## config.mk

```make
export PLATFORM = sky130hd
export DESIGN_NAME = log_record_block_fragmenter_core_flat
export DESIGN_NICKNAME = d
export VERILOG_FILES = /design/src/rtl/core/lrbf_pkg.sv /design/src/rtl/core/lrbf_stream_if.sv /design/src/rtl/core/log_record_block_fragmenter_core.sv /design/src/rtl/core/lrbf_frag_unit.sv /design/src/flat_wrapper.sv
export SDC_FILE = /design/constraint.sdc
export NUM_CORES = 1
export LEC_CHECK = 0
export BUFFER_PORTS_ARGS = -buffer_cell sky130_fd_sc_hd__buf_4
export CORE_UTILIZATION = 38
export CTS_CLUSTER_SIZE = 14
export DETAILED_ROUTE_END_ITERATION = 8
export MAX_ROUTING_LAYER = met4
export PLACE_DENSITY = 0.59
export SLEW_MARGIN = 30
export SYNTH_ARGS = -nofsm -noshare
export SYNTH_HDL_FRONTEND = slang
export SYNTH_SLANG_ARGS = --single-unit
```

## constraint.sdc

```tcl
create_clock -name clk -period 9.07 [get_ports clk]
set_clock_uncertainty 0.05 [all_clocks]
set_input_delay 0.907 -clock clk [delete_from_list [all_inputs] [get_ports clk]]
set_output_delay 0.907 -clock clk [all_outputs]
set_load 0.005 [all_outputs]
```

## src/rtl/core/lrbf_pkg.sv

```systemverilog
// ----------------------------------------------------------------------------
// lrbf_pkg
// Shared types and constants of the log record block fragmenter.
// ----------------------------------------------------------------------------
package lrbf_pkg;

    localparam int BLOCK_BYTES_DEF = 32768;
    localparam int HEADER_BYTES    = 7;
    localparam int MAX_RESULTS     = 34;
    localparam int RECORD_MAX      = 1048576;

    localparam int RECORD_W  = 21;
    localparam int PAD_W     = 3;
    localparam int PAYLOAD_W = 15;
    localparam int HDROFF_W  = 15;
    localparam int CNT_W     = $clog2(MAX_RESULTS);

    typedef enum logic [1:0] {
        FRAG_FULL   = 2'd0,
        FRAG_FIRST  = 2'd1,
        FRAG_MIDDLE = 2'd2,
        FRAG_LAST   = 2'd3
    } frag_type_t;

    typedef struct packed {
        logic [RECORD_W-1:0] record_length;
    } in_word_t;

    typedef struct packed {
        logic [PAD_W-1:0]     pad_bytes;
        frag_type_t           fragment_type;
        logic [PAYLOAD_W-1:0] payload_bytes;
        logic [RECORD_W-1:0]  record_offset;
        logic [HDROFF_W-1:0]  header_offset;
        logic                 last;
    } out_word_t;

endpackage

```

## src/rtl/core/lrbf_stream_if.sv

```systemverilog
// ----------------------------------------------------------------------------
// lrbf_stream_if
// Valid/ready channel carrying one word per handshake.
// ----------------------------------------------------------------------------
interface lrbf_stream_if #(
    parameter type word_t = logic
);
    logic  valid;
    logic  ready;
    word_t data;

    modport source (output valid, output data, input ready);
    modport sink   (input valid, input data, output ready);
endinterface

```

## src/rtl/core/log_record_block_fragmenter_core.sv

```systemverilog
// ----------------------------------------------------------------------------
// log_record_block_fragmenter_core
// Plans the block fragments of one log record per input word.
// ----------------------------------------------------------------------------
// One record length is taken per input word; the block then emits one output
// word per fragment, one per cycle while the output side keeps up, and takes
// the next record after the last fragment is registered. A record is loaded
// in ST_IDLE, then its fragments are planned in ST_RUN by the single fragment
// step unit that the sequencer reuses for every fragment. The input is not
// ready while a record is being planned. Lengths above 1048576 are saturated,
// and the block offset carries over from one record to the next.
module log_record_block_fragmenter_core #(
    parameter int BLOCK_BYTES = lrbf_pkg::BLOCK_BYTES_DEF
) (
    input  logic                 clk,
    input  logic                 rst_n,
    lrbf_stream_if.sink          in_ch,
    lrbf_stream_if.source        out_ch
);
    import lrbf_pkg::*;

    localparam int POS_W = $clog2(BLOCK_BYTES + 1);
    localparam int BO_W  = $clog2(BLOCK_BYTES);

    typedef enum logic [1:0] {
        ST_IDLE = 2'b01,
        ST_RUN  = 2'b10
    } state_t;

    state_t              state_reg,  state_next;
    logic [POS_W-1:0]    pos_reg,    pos_next;
    logic [RECORD_W-1:0] rem_reg,    rem_next;
    logic [RECORD_W-1:0] roff_reg,   roff_next;
    logic                first_reg,  first_next;
    logic [CNT_W-1:0]    cnt_reg,    cnt_next;
    logic [BO_W-1:0]     boff_reg,   boff_next;
    logic                ovalid_reg, ovalid_next;
    out_word_t           odata_reg,  odata_next;

    out_word_t           step_word;
    logic [POS_W-1:0]    step_pos;
    logic [RECORD_W-1:0] step_rem;
    logic [RECORD_W-1:0] step_roff;
    logic                step_stop;
    logic                in_fire;
    logic                load_out;
    logic [RECORD_W-1:0] len_sat;

    lrbf_frag_unit #(
        .BLOCK_BYTES (BLOCK_BYTES),
        .POS_W       (POS_W)
    ) u_frag (
        .pos            (pos_reg),
        .remaining      (rem_reg),
        .rec_off        (roff_reg),
        .first          (first_reg),
        .cap            (cnt_reg == CNT_W'(MAX_RESULTS - 1)),
        .word           (step_word),
        .next_pos       (step_pos),
        .next_remaining (step_rem),
        .next_rec_off   (step_roff),
        .stop           (step_stop)
    );

    assign in_ch.ready  = (state_reg == ST_IDLE);
    assign in_fire      = in_ch.valid && in_ch.ready;
    assign load_out     = (state_reg == ST_RUN) && (!ovalid_reg || out_ch.ready);
    assign out_ch.valid = ovalid_reg;
    assign out_ch.data  = odata_reg;
    assign len_sat      = (in_ch.data.record_length > RECORD_W'(RECORD_MAX))
                          ? RECORD_W'(RECORD_MAX) : in_ch.data.record_length;

    always_comb
    begin
        state_next  = state_reg;
        pos_next    = pos_reg;
        rem_next    = rem_reg;
        roff_next   = roff_reg;
        first_next  = first_reg;
        cnt_next    = cnt_reg;
        boff_next   = boff_reg;
        ovalid_next = ovalid_reg;
        odata_next  = odata_reg;

        if (out_ch.ready)
        begin
            ovalid_next = 1'b0;
        end

        case (state_reg)
            ST_IDLE:
            begin
                if (in_fire)
                begin
                    pos_next   = POS_W'(boff_reg);
                    rem_next   = len_sat;
                    roff_next  = '0;
                    first_next = 1'b1;
                    cnt_next   = '0;
                    state_next = ST_RUN;
                end
            end
            ST_RUN:
            begin
                if (load_out)
                begin
                    ovalid_next = 1'b1;
                    odata_next  = step_word;
                    pos_next    = step_pos;
                    rem_next    = step_rem;
                    roff_next   = step_roff;
                    first_next  = 1'b0;
                    cnt_next    = cnt_reg + 1'b1;
                    if (step_stop)
                    begin
                        boff_next  = (step_pos == POS_W'(BLOCK_BYTES))
                                     ? '0 : BO_W'(step_pos);
                        state_next = ST_IDLE;
                    end
                end
            end
            default:
            begin
                state_next = ST_IDLE;
            end
        endcase
    end

    always_ff @(posedge clk or negedge rst_n)
    begin
        if (!rst_n)
        begin
            state_reg  <= ST_IDLE;
            pos_reg    <= '0;
            rem_reg    <= '0;
            roff_reg   <= '0;
            first_reg  <= 1'b0;
            cnt_reg    <= '0;
            boff_reg   <= '0;
            ovalid_reg <= 1'b0;
        end
        else
        begin
            state_reg  <= state_next;
            pos_reg    <= pos_next;
            rem_reg    <= rem_next;
            roff_reg   <= roff_next;
            first_reg  <= first_next;
            cnt_reg    <= cnt_next;
            boff_reg   <= boff_next;
            ovalid_reg <= ovalid_next;
        end
    end

    always_ff @(posedge clk)
    begin
        odata_reg <= odata_next;
    end

endmodule

```

## src/rtl/core/lrbf_frag_unit.sv

```systemverilog
// ----------------------------------------------------------------------------
// lrbf_frag_unit
// Shared fragment step: plans one fragment from the running position,
// remaining length and record offset, and gives the values after it.
// ----------------------------------------------------------------------------
module lrbf_frag_unit #(
    parameter int BLOCK_BYTES = lrbf_pkg::BLOCK_BYTES_DEF,
    parameter int POS_W       = $clog2(BLOCK_BYTES + 1)
) (
    input  logic [POS_W-1:0]              pos,
    input  logic [lrbf_pkg::RECORD_W-1:0] remaining,
    input  logic [lrbf_pkg::RECORD_W-1:0] rec_off,
    input  logic                          first,
    input  logic                          cap,
    output lrbf_pkg::out_word_t           word,
    output logic [POS_W-1:0]              next_pos,
    output logic [lrbf_pkg::RECORD_W-1:0] next_remaining,
    output logic [lrbf_pkg::RECORD_W-1:0] next_rec_off,
    output logic                          stop
);
    import lrbf_pkg::*;

    localparam logic [POS_W-1:0] BLK = POS_W'(BLOCK_BYTES);
    localparam logic [POS_W-1:0] HDR = POS_W'(HEADER_BYTES);

    logic [POS_W-1:0]    left;
    logic                short_left;
    logic [POS_W-1:0]    pos_eff;
    logic [POS_W-1:0]    avail;
    logic [RECORD_W-1:0] avail_ext;
    logic [RECORD_W-1:0] size;
    logic                fits;
    frag_type_t          ftype;

    always_comb
    begin
        left       = BLK - pos;
        short_left = (left < HDR);
        pos_eff    = short_left ? '0 : pos;
        avail      = BLK - pos_eff - HDR;
        avail_ext  = RECORD_W'(avail);
        fits       = (remaining <= avail_ext);
        size       = fits ? remaining : avail_ext;

        if (first && fits)
        begin
            ftype = FRAG_FULL;
        end
        else if (first)
        begin
            ftype = FRAG_FIRST;
        end
        else if (fits)
        begin
            ftype = FRAG_LAST;
        end
        else
        begin
            ftype = FRAG_MIDDLE;
        end

        stop           = fits || cap;
        next_pos       = pos_eff + HDR + POS_W'(size);
        next_remaining = remaining - size;
        next_rec_off   = rec_off + size;

        word.pad_bytes     = short_left ? PAD_W'(left) : '0;
        word.fragment_type = ftype;
        word.payload_bytes = PAYLOAD_W'(size);
        word.record_offset = rec_off;
        word.header_offset = HDROFF_W'(pos_eff);
        word.last          = stop;
    end

endmodule

```

## src/flat_wrapper.sv

```systemverilog
// flat-port wrapper written by rule: the top's interface ports become plain ports
module log_record_block_fragmenter_core_flat import lrbf_pkg::*;
#(
    parameter int BLOCK_BYTES = lrbf_pkg::BLOCK_BYTES_DEF
)
  (clk, rst_n, in_ch_valid, in_ch_data, in_ch_ready, out_ch_valid, out_ch_data, out_ch_ready);
  lrbf_stream_if #(.word_t(in_word_t)) in_ch_i ();
  lrbf_stream_if #(.word_t(out_word_t)) out_ch_i ();
  input  logic clk;
  input  logic rst_n;
  input wire logic [$bits(in_ch_i.valid)-1:0] in_ch_valid;
  input wire logic [$bits(in_ch_i.data)-1:0] in_ch_data;
  output wire logic [$bits(in_ch_i.ready)-1:0] in_ch_ready;
  output wire logic [$bits(out_ch_i.valid)-1:0] out_ch_valid;
  output wire logic [$bits(out_ch_i.data)-1:0] out_ch_data;
  input wire logic [$bits(out_ch_i.ready)-1:0] out_ch_ready;
  assign in_ch_i.valid = in_ch_valid;
  assign in_ch_i.data = in_ch_data;
  assign in_ch_ready = in_ch_i.ready;
  assign out_ch_valid = out_ch_i.valid;
  assign out_ch_data = out_ch_i.data;
  assign out_ch_i.ready = out_ch_ready;
  log_record_block_fragmenter_core #(.BLOCK_BYTES(BLOCK_BYTES)) u_core (.clk(clk), .rst_n(rst_n), .in_ch(in_ch_i), .out_ch(out_ch_i));
endmodule
```

==> flow_metrics.env, run 1 <==
export IMPL_routed_wl_um=23200
export IMPL_reg2reg_depth=35
export IMPL_cpPeakStageDelay_ps=620
export IMPL_dpl_cell_count=1346
export IMPL_fin_setup_tns_ps=0
export IMPL_startpoint_type="flop"
export IMPL_ant_nets=0
export IMPL_die_width_um=158
export IMPL_fmax_ghz=0.119
export IMPL_cp_common_cell="ha_1"
export IMPL_dieArea_mm2=0.0249
export IMPL_fin_nets=1162
export IMPL_via_per_inst=5.31
export IMPL_clk_latency_ps=430
export IMPL_async_flop_share_pct=59.3
export IMPL_maxCapViolCount=0
export IMPL_synth_top_area_share_pct=22.2
export IMPL_whs_ps=308
export IMPL_port_buffers=83
export IMPL_ctsResizeCount=0
export IMPL_drt_iter0_drc=391
export IMPL_hold_class="in -> async"
export IMPL_ys_flop_type="dfrtp_1"
export IMPL_cts_sinks=140
export IMPL_io_pins=84
export IMPL_firstDrtPassIters=5
export IMPL_antennaDiodeCount=0
export IMPL_ys_types=73
export IMPL_setup_viol=0
export IMPL_initial_core_util_pct=39.1
export IMPL_endpoint_kind="flop"
export IMPL_pre_cts_ws_ps=306
export IMPL_status="finished, final reports clean"
export IMPL_maxSlewViolCount=0
export IMPL_holdBufCountCts=0
export IMPL_netlist_area_mm2=0.00923
export IMPL_synth_edf_count=57
export IMPL_p_leak_uw=0.00491
export IMPL_yosysWarnings=0
export IMPL_core_area_mm2=0.0236
export IMPL_worst_pin_slew_ps=931
export IMPL_syn_inst=965
export IMPL_cp_arrival_ps=8630
export IMPL_dieHeight_um=158
export IMPL_grt_pass1_wl_um=37200
export IMPL_rows=56
export IMPL_cpMaxStageDelayCell="a21oi_1"
export IMPL_cts_tree="done"
export IMPL_ys_top_cells_by_area="dfrtp_1 (22%), edfxtp_1 (19%), ha_1 (12%), o21ai_0 (4.3%), nand2_1 (4.0%)"
export IMPL_syn_avg_cell_area_um2=9.56
export IMPL_final_cells=1378
export IMPL_clockBufferDepth=2
export IMPL_via_count=7316
export IMPL_grt_max_degree=90
export IMPL_wl_per_cell_um=16.8
export IMPL_finalWeightedCongestion=0.907
export IMPL_reg2reg_slack_ps=700
export IMPL_largest_reg_flops=57
export IMPL_synth_seq_area_share_pct=41.1
export IMPL_fin_crit_sh_pct=92.3
export IMPL_clock_tree_htree_level_count=4
export IMPL_cp_required_ps=9330
export IMPL_antenna_found_initial=0
export IMPL_setup_ws_ps=701
export IMPL_reg2reg_from="u_core.pos_reg[0]$_DFFE_PN0P_"
export IMPL_rsz0062_at_grt="no"
export IMPL_crit_fanout=33
export IMPL_post_cts_setup_buffers=0
export IMPL_synth_ff_latch_count=140
export IMPL_yosysTopAreaCell="dfrtp_1"
export IMPL_dp_hpwl_um=16600
export IMPL_power_density_mw_per_mm2=437
export IMPL_vdd_ir_drop_worst_mv=0.211
export IMPL_regToRegEndpoint="u_core.roff_reg[18]$_DFFE_PN0P_"
export IMPL_final_core_util_pct=46.2
export IMPL_cts_buffers=17
export IMPL_drc=0
export IMPL_worstSetupPathType="reg -> reg"
export IMPL_clk_pin_slew_worst_paths_ps=70
export IMPL_area_delta_synth_final_pct=18.3
export IMPL_relSlewSlack_pct=37.8
export IMPL_grt_use_total_pct=20.3
export IMPL_gr_total_overflow=0
export IMPL_grt_pass1_vias=6928
export IMPL_root_buffer="clkbuf_16"
export IMPL_period_needed_ps=8370
export IMPL_drive_above_1_share_pct=16.0
export IMPL_finalHoldViolCount=0
## worst max-delay path, delay by kind of cell (launching register included)
| kind | cells | cell delay, ps |
|---|---|---|
| adders and majority gates | 4 | 1170 |
| and+or+nand+nor | 15 | 3280 |
| AOI/OAI and AO/OA | 11 | 2500 |
| DFF | 1 | 410 |
| buffers and inverters | 4 | 640 |
| xor gates and xnor gates | 1 | 180 |
## metal layers
layer | share of wire, % | GRT usage (%) | vias up
li1 | - | - | 3663
met1 | 50 | 27.9 | 3443
met2 | 43 | 30.0 | 174
met3 | 4.4 | 3.42 | 36
met4 | 2.1 | 7.44 | 0
met5 | 0 | - | -
## how the worst max path moves through the flow
stage	startpoint	endpoint	slack, ps	cells past startpoint
2_1_floorplan	u_core.pos_reg[1]$_DFFE_PN0P_	u_core.rem_reg[20]$_DFFE_PN0P_	790	38
3_3_place_gp	u_core.pos_reg[1]$_DFFE_PN0P_	u_core.rem_reg[20]$_DFFE_PN0P_	590	37
3_5_place_dp	u_core.pos_reg[0]$_DFFE_PN0P_	u_core.rem_reg[20]$_DFFE_PN0P_	310	37
4_1_cts	u_core.pos_reg[1]$_DFFE_PN0P_	u_core.rem_reg[20]$_DFFE_PN0P_	290	37
5_1_grt	u_core.pos_reg[1]$_DFFE_PN0P_	u_core.pos_reg[15]$_DFFE_PN0P_	30	38
6_report	u_core.pos_reg[0]$_DFFE_PN0P_	u_core.roff_reg[18]$_DFFE_PN0P_	700	35
## cells in the mapped netlist, drive strengths merged, types with 4 or more instances
| cell type | number |
|---|---|
| a211o | 4 |
| a211oi | 9 |
| a21o | 19 |
| a21oi | 56 |
| a221oi | 6 |
| a22oi | 6 |
| a31oi | 8 |
| and2 | 7 |
| buf | 14 |
| clkbuf | 25 |
| dfrtp | 82 |
| edfxtp | 57 |
| ha | 88 |
| inv | 61 |
| mux2 | 17 |
| mux2i | 18 |
| nand2 | 99 |
| nand2b | 19 |
| nand3 | 21 |
| nand4 | 6 |
| nor2 | 57 |
| nor2b | 25 |
| nor3 | 23 |
| nor3b | 6 |
| nor4 | 9 |
| o211ai | 5 |
| o21a | 8 |
| o21ai | 81 |
| o21bai | 5 |
| o31ai | 6 |
| o41ai | 4 |
| or3 | 6 |
| xnor2 | 34 |
| xor2 | 19 |
## cells by family (layout without fill, tap and decap cells)
| kind of cell | Yosys count | in the layout | synth area share [%] |
|---|---|---|---|
| xor gates and xnor gates | 53 | 53 | 5.03 |
| and+or+nand+nor | 298 | 298 | 16.1 |
| AOI/OAI and AO/OA | 247 | 247 | 17.0 |
| buffers and inverters | 100 | 191 | 4.18 |
| other | 1 | 4 | 0.0406 |
| muxes | 35 | 35 | 4.03 |
| DFF | 140 | 140 | 41.1 |
| adders and majority gates | 91 | 91 | 12.6 |
## area by class of cell
cell class,instances,area (µm²)
tap,319,399
fill,2252,12700
sequential,140,3790
clock buffer,21,450
multi-input combinational,728,5160
inverter,61,229
clock inverter,11,143
timing repair buffer,98,743
## where the power goes
group / internal (µW) / switching, µW
logic: 1220 / 1730
registers: 927 / 178
clock network: 439 / 275
## cell usage in the layout, fill, tap and decap left out, types with 7 or more instances in the layout
master | synthesis | routed
nand2_1 | 99 | 98
buf_4 | 2 | 96
ha_1 | 88 | 87
dfrtp_1 | 82 | 82
o21ai_0 | 80 | 80
inv_1 | 60 | 60
edfxtp_1 | 57 | 57
nor2_1 | 57 | 55
a21oi_1 | 56 | 49
xnor2_1 | 34 | 34
nor2b_1 | 25 | 25
nor3_1 | 23 | 23
nand3_1 | 21 | 21
xor2_1 | 19 | 19
nand2b_1 | 19 | 19
a21o_1 | 19 | 19
mux2i_1 | 18 | 18
clkbuf_16 | 0 | 17
mux2_2 | 17 | 16
a31oi_1 | 8 | 8
o21a_1 | 8 | 8
a211oi_1 | 9 | 8
nor4_1 | 8 | 8
and2_1 | 7 | 7
## stage by stage
stage | total power, µW | cell area, µm²
after CTS | 4730 | 10800
after global routing | 5190 | 10900
after global placement | 3970 | 10200
after floorplan | 3230 | 9240
after detailed placement | 3990 | 10200
final | 4770 | 10900
(Power assumes the default switching activity.)
==> inputs of run 2 (changes only) <==
Settings changed: CORE_UTILIZATION 38 to 61, PLACE_DENSITY 0.59 to 0.86.
==> run 2 against run 1 <==
Effect of this change:
- the flow now finishes with violations (DRC)
- non-clock buffer count decreased by 7
- global-route usage increased by 12 points
- routed wire length decreased by 1.7%
- cell area decreased by 2.8%
- via count increased by 5.1%
- first-iteration DRC count increased by 90%
- final cell count decreased by 10%
- worst setup slack got worse by 170 ps
- fmax decreased by 2.0%
- flip-flop and latch count unchanged
- core utilization increased by 26 points
- die area decreased by 37%
- largest cell class unchanged
- highest routed layer unchanged
==> flow_metrics.env, run 2 (synthesis gave the netlist of run 1 again) <==
export IMPL_status="complete, but fails checks"
export IMPL_failed_checks="DRC"
export IMPL_cts_tree="done"
export IMPL_drive_above_1_share_pct=15.1
export IMPL_holdBufCountCts=0
export IMPL_wl_per_cell_um=18.4
export IMPL_routed_wl_um=22800
export IMPL_worst_pin_slew_ps=881
export IMPL_endpoint_kind="flop"
export IMPL_relSlewSlack_pct=41.3
export IMPL_finalHoldViolCount=0
export IMPL_dp_hpwl_um=16100
export IMPL_setup_viol=0
export IMPL_clk_latency_ps=440
export IMPL_cp_arrival_ps=8820
export IMPL_endpoint="u_core.roff_reg[18]$_DFFE_PN0P_"
export IMPL_regToRegEndpoint="u_core.roff_reg[18]$_DFFE_PN0P_"
export IMPL_worstSetupPathType="reg -> reg"
export IMPL_port_buffers=83
export IMPL_area_delta_synth_final_pct=14.9
export IMPL_antennaDiodeCount=0
export IMPL_fin_nets=1155
export IMPL_maxSlewViolCount=0
export IMPL_antenna_found_initial=0
export IMPL_core_area_mm2=0.0146
export IMPL_drt_iter0_drc=741
export IMPL_dieHeight_um=125
export IMPL_io_pins=84
export IMPL_crit_fanout=35
export IMPL_grt_pass1_wl_um=38000
export IMPL_grt_max_degree=90
export IMPL_clock_tree_htree_level_count=4
export IMPL_via_per_inst=6.22
export IMPL_multiInputGateArea_mm2=0.00511
export IMPL_rows=44
export IMPL_initial_core_util_pct=63.0
export IMPL_firstDrtPassIters=8
export IMPL_cpPeakStageDelay_ps=560
export IMPL_root_buffer="clkbuf_16"
export IMPL_drc=16
export IMPL_reg2reg_depth=36
export IMPL_clk_pin_slew_worst_paths_ps=70
export IMPL_fin_crit_sh_pct=94.2
export IMPL_reg2reg_slack_ps=530
export IMPL_die_width_um=125
export IMPL_post_cts_setup_buffers=0
export IMPL_reg2reg_from="u_core.pos_reg[1]$_DFFE_PN0P_"
export IMPL_finalWeightedCongestion=0.943
export IMPL_cpMaxStageDelayCell="or4_1"
export IMPL_period_needed_ps=8540
export IMPL_clockBufferDepth=2
export IMPL_final_cell_mix="nand2_1 (99), buf_4 (90), ha_1 (87)"
export IMPL_fill_cells=1049
export IMPL_hold_class="in -> async"
export IMPL_critPathLaunch="u_core.pos_reg[1]$_DFFE_PN0P_"
export IMPL_grt_pass1_vias=7593
export IMPL_largest_reg_flops=57
export IMPL_dieArea_mm2=0.0156
export IMPL_grt_use_total_pct=31.9
export IMPL_ant_nets=0
export IMPL_fmax_ghz=0.117
export IMPL_gr_total_overflow=0
export IMPL_cts_buffers=17
export IMPL_cp_required_ps=9350
export IMPL_maxCapViolCount=0
export IMPL_whs_ps=399
export IMPL_via_count=7689
export IMPL_final_common_cell="nand2_1"
export IMPL_startpoint_type="flop"
export IMPL_seqCellArea_mm2=0.00379
export IMPL_cts_sinks=140
[run 2: cell type report]
cell class	count	share of cell area, %
multi-input combinational	728	48.2
tap	184	2.17
clock buffer	17	4.01
inverter	61	2.16
clock inverter	15	1.22
sequential	140	35.7
timing repair buffer	91	6.48
[run 2: routing by layer]
metal	track usage [%]	vias up	part of all wire [%]
met5	-	-	0
met1	41.8	3672	44
met2	48.7	314	46
met3	4.71	61	7.0
li1	-	3642	-
met4	15.6	0	3.3
[run 2: worst min path at each step]
stage | endpoint | from
after detailed placement | u_core.boff_reg[3]$_DFFE_PN0P_ | u_core.boff_reg[3]$_DFFE_PN0P_
after global placement | u_core.boff_reg[3]$_DFFE_PN0P_ | u_core.boff_reg[3]$_DFFE_PN0P_
after CTS | u_core.boff_reg[5]$_DFFE_PN0P_ | rst_n
after floorplan | u_core.boff_reg[3]$_DFFE_PN0P_ | u_core.boff_reg[3]$_DFFE_PN0P_
final | u_core.pos_reg[4]$_DFFE_PN0P_ | rst_n
after global routing | u_core.boff_reg[5]$_DFFE_PN0P_ | rst_n
[run 2: through the flow]
step	std cells	utilization, %	area [µm²]	setup TNS [ps]	setup slack, ps
floorplan	968	-	9240	0	788
global placement	1204	68.4	10000	0	930
detailed placement	1204	68.4	10000	0	489
CTS	1236	72.2	10600	0	427
global route	1236	72.4	10600	-42.5	-42.5
finish	1236	72.4	10600	0	529
[run 2: timing repair]
| action | 4_1_cts | 5_1_grt |
|---|---|---|
| hold endpoints to repair | 0 | 0 |
| setup endpoints to repair | 0 | 9 |
| resized for setup | 0 | 6 |
[run 2: critical path: cells and delay by family, from the launching register on]
kind / cells / cell delay (ps)
compound gates: 12 / 2710
xor+xnor: 1 / 170
fa+ha+maj: 4 / 1180
buf+inv: 4 / 560
flops: 1 / 410
simple gates: 15 / 3310
Power of run 2 is left out: the tool's default activity adds up to more than one toggle a clock period on the data nets, which glitch-free logic cannot reach.
